$ cat src/hw/rtl/a2p_pkg.sv
// ----------------------------------------------------------------------------
// a2p_pkg: shared types and constants of the atan2 polynomial block
// Fixed-point formats, polynomial coefficients and the Q16 product rounding.
// ----------------------------------------------------------------------------
`default_nettype none

package a2p_pkg;

  // Ratio fraction bits and the quotient width (the ratio reaches 1.0).
  localparam int RatioFrac = 16;
  localparam int QW        = RatioFrac + 1;
  // Width of the signed Q16 polynomial datapath.
  localparam int PW        = 20;
  // Width of the signed Q32 reflection datapath.
  localparam int RW        = 36;
  // Number of polynomial pipeline stages.
  localparam int PolyStages = 6;

  localparam logic signed [PW-1:0] Coef7 = 20'sd3047;
  localparam logic signed [PW-1:0] Coef5 = 20'sd10441;
  localparam logic signed [PW-1:0] Coef3 = 20'sd21471;

  localparam logic signed [RW-1:0] HalfPiQ32 = 36'sd6746518852;
  localparam logic signed [RW-1:0] PiQ32     = 36'sd13493037705;

  typedef struct packed {
    logic swap;   // |y| > |x|: reflect about pi/2
    logic cneg;   // x < 0: reflect about pi
    logic sneg;   // y < 0: negate the result
    logic zero;   // both inputs zero
  } flags_t;

  // Q16 * Q16 back to Q16, rounded to nearest with ties away from zero.
  function automatic logic signed [PW-1:0] mul_q16(input logic signed [PW-1:0] x,
                                                   input logic signed [PW-1:0] y);
    logic signed [2*PW-1:0] p;
    logic [2*PW-1:0]        m;
    logic [PW-1:0]          r;
    p = x * y;
    m = (p[2*PW-1] ? -p : p) + ((2*PW)'(1) << (RatioFrac - 1));
    r = m[RatioFrac +: PW];
    return p[2*PW-1] ? -r : r;
  endfunction

endpackage

`default_nettype wire

$ cat src/hw/rtl/a2p_div_cell.sv
// ----------------------------------------------------------------------------
// a2p_div_cell: one restoring division cell
// Produces one quotient bit of min/max and passes the remainder onward.
// ----------------------------------------------------------------------------
`default_nettype none

module a2p_div_cell
  import a2p_pkg::*;
#(
  parameter int IN_WIDTH = 16,
  parameter bit FIRST    = 1'b0
) (
  input  wire logic                clk_i,
  input  wire logic                en_i,
  input  wire logic [IN_WIDTH-1:0] rem_i,
  input  wire logic [IN_WIDTH-2:0] mx_i,
  input  wire logic [QW-1:0]       q_i,
  input  wire flags_t              flags_i,
  output      logic [IN_WIDTH-1:0] rem_o,
  output      logic [IN_WIDTH-2:0] mx_o,
  output      logic [QW-1:0]       q_o,
  output      flags_t              flags_o
);

  logic [IN_WIDTH-1:0] trial;
  logic                ge;

  // The first cell decides the integer bit, so its remainder is not shifted.
  assign trial = FIRST ? rem_i : {rem_i[IN_WIDTH-2:0], 1'b0};
  assign ge    = trial >= {1'b0, mx_i};

  always_ff @(posedge clk_i) begin
    if (en_i) begin
      rem_o   <= ge ? trial - {1'b0, mx_i} : trial;
      mx_o    <= mx_i;
      q_o     <= {q_i[QW-2:0], ge};
      flags_o <= flags_i;
    end
  end

endmodule

`default_nettype wire

$ cat config.mk
export PLATFORM = sky130hd
export DESIGN_NAME = a2p_div_cell
export DESIGN_NICKNAME = d
export VERILOG_FILES = /design/src/hw/rtl/a2p_pkg.sv /design/src/hw/rtl/a2p_div_cell.sv
export SDC_FILE = /design/constraint.sdc
export NUM_CORES = 1
export LEC_CHECK = 0
export BUFFER_PORTS_ARGS = -buffer_cell sky130_fd_sc_hd__clkbuf_2
export CAP_MARGIN = 15
export CORE_ASPECT_RATIO = 1.4
export CORE_MARGIN = 2
export CORE_UTILIZATION = 25
export DETAILED_ROUTE_END_ITERATION = 10
export MAX_ROUTING_LAYER = met4
export PLACE_DENSITY = 0.45
export SLEW_MARGIN = 20
export SYNTH_ARGS = -nofsm -noshare
export SYNTH_HDL_FRONTEND = slang
export SYNTH_SLANG_ARGS = --single-unit
$ cat constraint.sdc
create_clock -name clk_i -period 6.48 [get_ports clk_i]
set_input_delay 0.972 -clock clk_i [delete_from_list [all_inputs] [get_ports clk_i]]
set_output_delay 0.972 -clock clk_i [all_outputs]
set_load 0.01 [all_outputs]
==> run summary <==
Status: complete, no violations
Die span in y: 125.7 microns
WL met3: 305 microns
Critical Path Source Type: primary input
Cell Chain, Critical Path: clkbuf_2 > inv_1 > fa_1 > nand3_1 > nand2_1 > a211oi_1 > a21bo_1 > mux2_2
Crit Path Class: primary input to register
Top cell type by total area after synthesis: edfxtp_1
GRT overflow: 0
Synth area leaders: edfxtp_1, ha_1, nand2_1
Yosys warnings: 0
Routability cong.: 0.7697
Drt total wl: 6091 microns
Post-CTS Resized: 0
DIE AREA: 11430 sq um
Layout Nets: 387
CP endpoint kind: register
Vias/cell: 4.342
Crit path max-delay cell type: a21bo_1
Power share of the combinational group: 0.213
Core outline area: 10350 sq um
Worst-case headroom to the max-slew limit: 0.4674
Max cap viols: 0
Metal2 WL: 3183 microns
Syn avg cell area: 12.36 sq um
# DRC: 0
Arrival time worst endpoint: 3.46 ns
Final core utilization: 0.3318
Vias: 1980
Clk sink count: 52
Asr flop ratio synth: 0
Die W: 90.93 microns
Switching Share: 0.2770
Synth-to-layout area growth: 29.85%
Total Routing Usage GR: 0.1092
Actual slew at the worst max-slew pin: 0.7989 ns
CP Depth: 8
Max-slew violations: 0
Peak VDD IR: 0.1073 mV
CTS tree: built
Routed Antenna Nets: 0
Hold path depth: 1
Post-layout total power: 0.0008872 W
Largest net degree at the start of global routing: 53
Num CTS Buffers: 5
DR pass1 iterations: 4
CP Max Fanout: 27
Top-area cell type share of the netlist area: 0.5904
Setup TNS: 0 ns
First-pass GRT wire length: 9473 microns
Share of layout cells above drive strength 1: 0.3742
Sink of the worst hold path: flags_o[2]
Hold Buf Count CTS: 0
Yosys reg bits: 52
Hold crit path type: primary input to register
Initial antenna violation count: 0
Fmax: 0.2936 GHz
CP delay by family, top: compound AO/OA/AOI/OAI gates
Pint: 0.0006415 W
Tcrit/Tclk final: 0.5257
Final setup violation count: 0
Initial cell density of the core: 0.2556
HPWL after DPL: 4648 microns
Row count: 44
Top FF cell, synth: edfxtp_1
Sequential element share of the synthesized area: 0.5904
Minimum clock period: 3.406 ns
Sw power: 0.0002457 W
Hold path startpoint: flags_i[2]
WP buf/inv: 2
Clk slew on worst S/H paths: 0.07 ns
Post-Synthesis Cells: 214
Vias in the first global route: 1900
Crit-path max cell delay: 0.71 ns
Syn Nets: 284
RSZ-0062 raised after global routing: no
CTS root buf: clkbuf_16
CTS H-tree lvls: 2
Worst Path Required: 6.53 ns
Final Hold Fails: 0
Power Density: 258.3 nW/um^2
# diodes: 0
Static Leak: 1.525 nW
Cell area after synthesis: 2645 sq um
DR WL/cell: 13.36 microns
Drt initial violations: 84
Part of the power in registers: 0.477
Clock share of power: 0.310
Met1 Routed Length: 2470 microns
IO Port Bufs: 103
Top sig layer: met4
CTS Buffer Depth: 2
Post-synth EDFFs: 52
Setup bufs post-CTS: 0
Synth cell types: 48
I/O pin cnt: 106
-- Yosys cell counts (all sizes together), types with 3 or more instances --
library cell  number
nand3              4
nor2               8
nand2             23
edfxtp            52
ha                15
a21oi              9
xor2               4
nand4              3
inv               19
xnor2              7
o21ai             17
buf                6
a21o               3
o211ai             4
-- cells in the final DEF, fill, tap and decap left out, types with 2 or more instances in the layout --
cell type	n
ha_1	15
o211ai_1	4
a21o_1	3
xor2_1	4
o21a_1	2
xnor2_1	7
a211oi_1	2
nand3_1	4
o2bb2ai_1	2
nand2_1	23
inv_1	18
nor2b_1	2
a21oi_1	9
edfxtp_1	52
mux2i_1	2
nand2b_1	2
clkbuf_16	5
nand4_1	3
a211o_1	2
nor2_1	8
and3_1	2
o21ai_0	16
a31oi_1	2
clkbuf_2	103
-- cells by family (layout without fill, tap and decap cells) --
| family | count (synthesis) | after routing | synth area share |
|---|---|---|---|
| fa+ha+maj | 16 | 16 | 0.07852 |
| buf+inv | 27 | 131 | 0.05014 |
| simple gates | 49 | 49 | 0.08515 |
| flops | 52 | 52 | 0.5904 |
| xor+xnor | 11 | 11 | 0.03642 |
| compound gates | 55 | 55 | 0.1419 |
| mux | 4 | 4 | 0.01750 |
-- how the worst max path moves through the flow --
stage                     slack, ns      from  endpoint
after global routing           2.86   mx_i[0]  rem_o[1]
after CTS                      3.00   mx_i[0]  rem_o[1]
after detailed placement       2.69   mx_i[0]  rem_o[1]
final                          3.07   mx_i[0]  rem_o[1]
after floorplan                3.60  mx_i[13]  rem_o[1]
after global placement         2.73   mx_i[0]  rem_o[1]
-- registers in the layout, summed over array words and instances (netlist names) --
register / count
flags_o: 4
mx_o: 15
rem_o: 16
q_o: 17
-- power by group through the flow --
stage	sequential (W)	combinational [W]	clock, W
after floorplan	0.000451	0.0000990	0
after global placement	0.000431	0.000191	0
after detailed placement	0.000431	0.000192	0
after CTS	0.000424	0.000194	0.000289
after global routing	0.000427	0.000212	0.000300
final	0.000423	0.000189	0.000275
-- routing by layer --
layer,vias to the layer above,GRT usage
met3,7,0.02572
met5,-,-
met2,60,0.1843
met1,919,0.1205
met4,0,0.05348
li1,994,-
-- final cells by class --
type,instances,area [sq um]
clock buffers,5,125.1
clock inverters,3,27.53
fillers,1107,6915
inverters,19,73.82
multi-input cells,135,950.9
flip-flops and latches,52,1562
well taps,138,172.7
repair buffers,104,523.0
-- through the flow --
step           std cells  hold slack, ns  instance area (sq um)  worst slack [ns]
6_report             456          0.8450                   3435             3.074
5_1_grt              456          0.8353                   3435             2.863
4_1_cts              456          0.8376                   3435             3.002
3_5_place_dp         448           1.151                   3282             2.691
3_3_place_gp         448           1.149                   3282             2.730
2_1_floorplan        214           1.071                   2645             3.604
No activity file was read; power rests on OpenSTA's default activity.
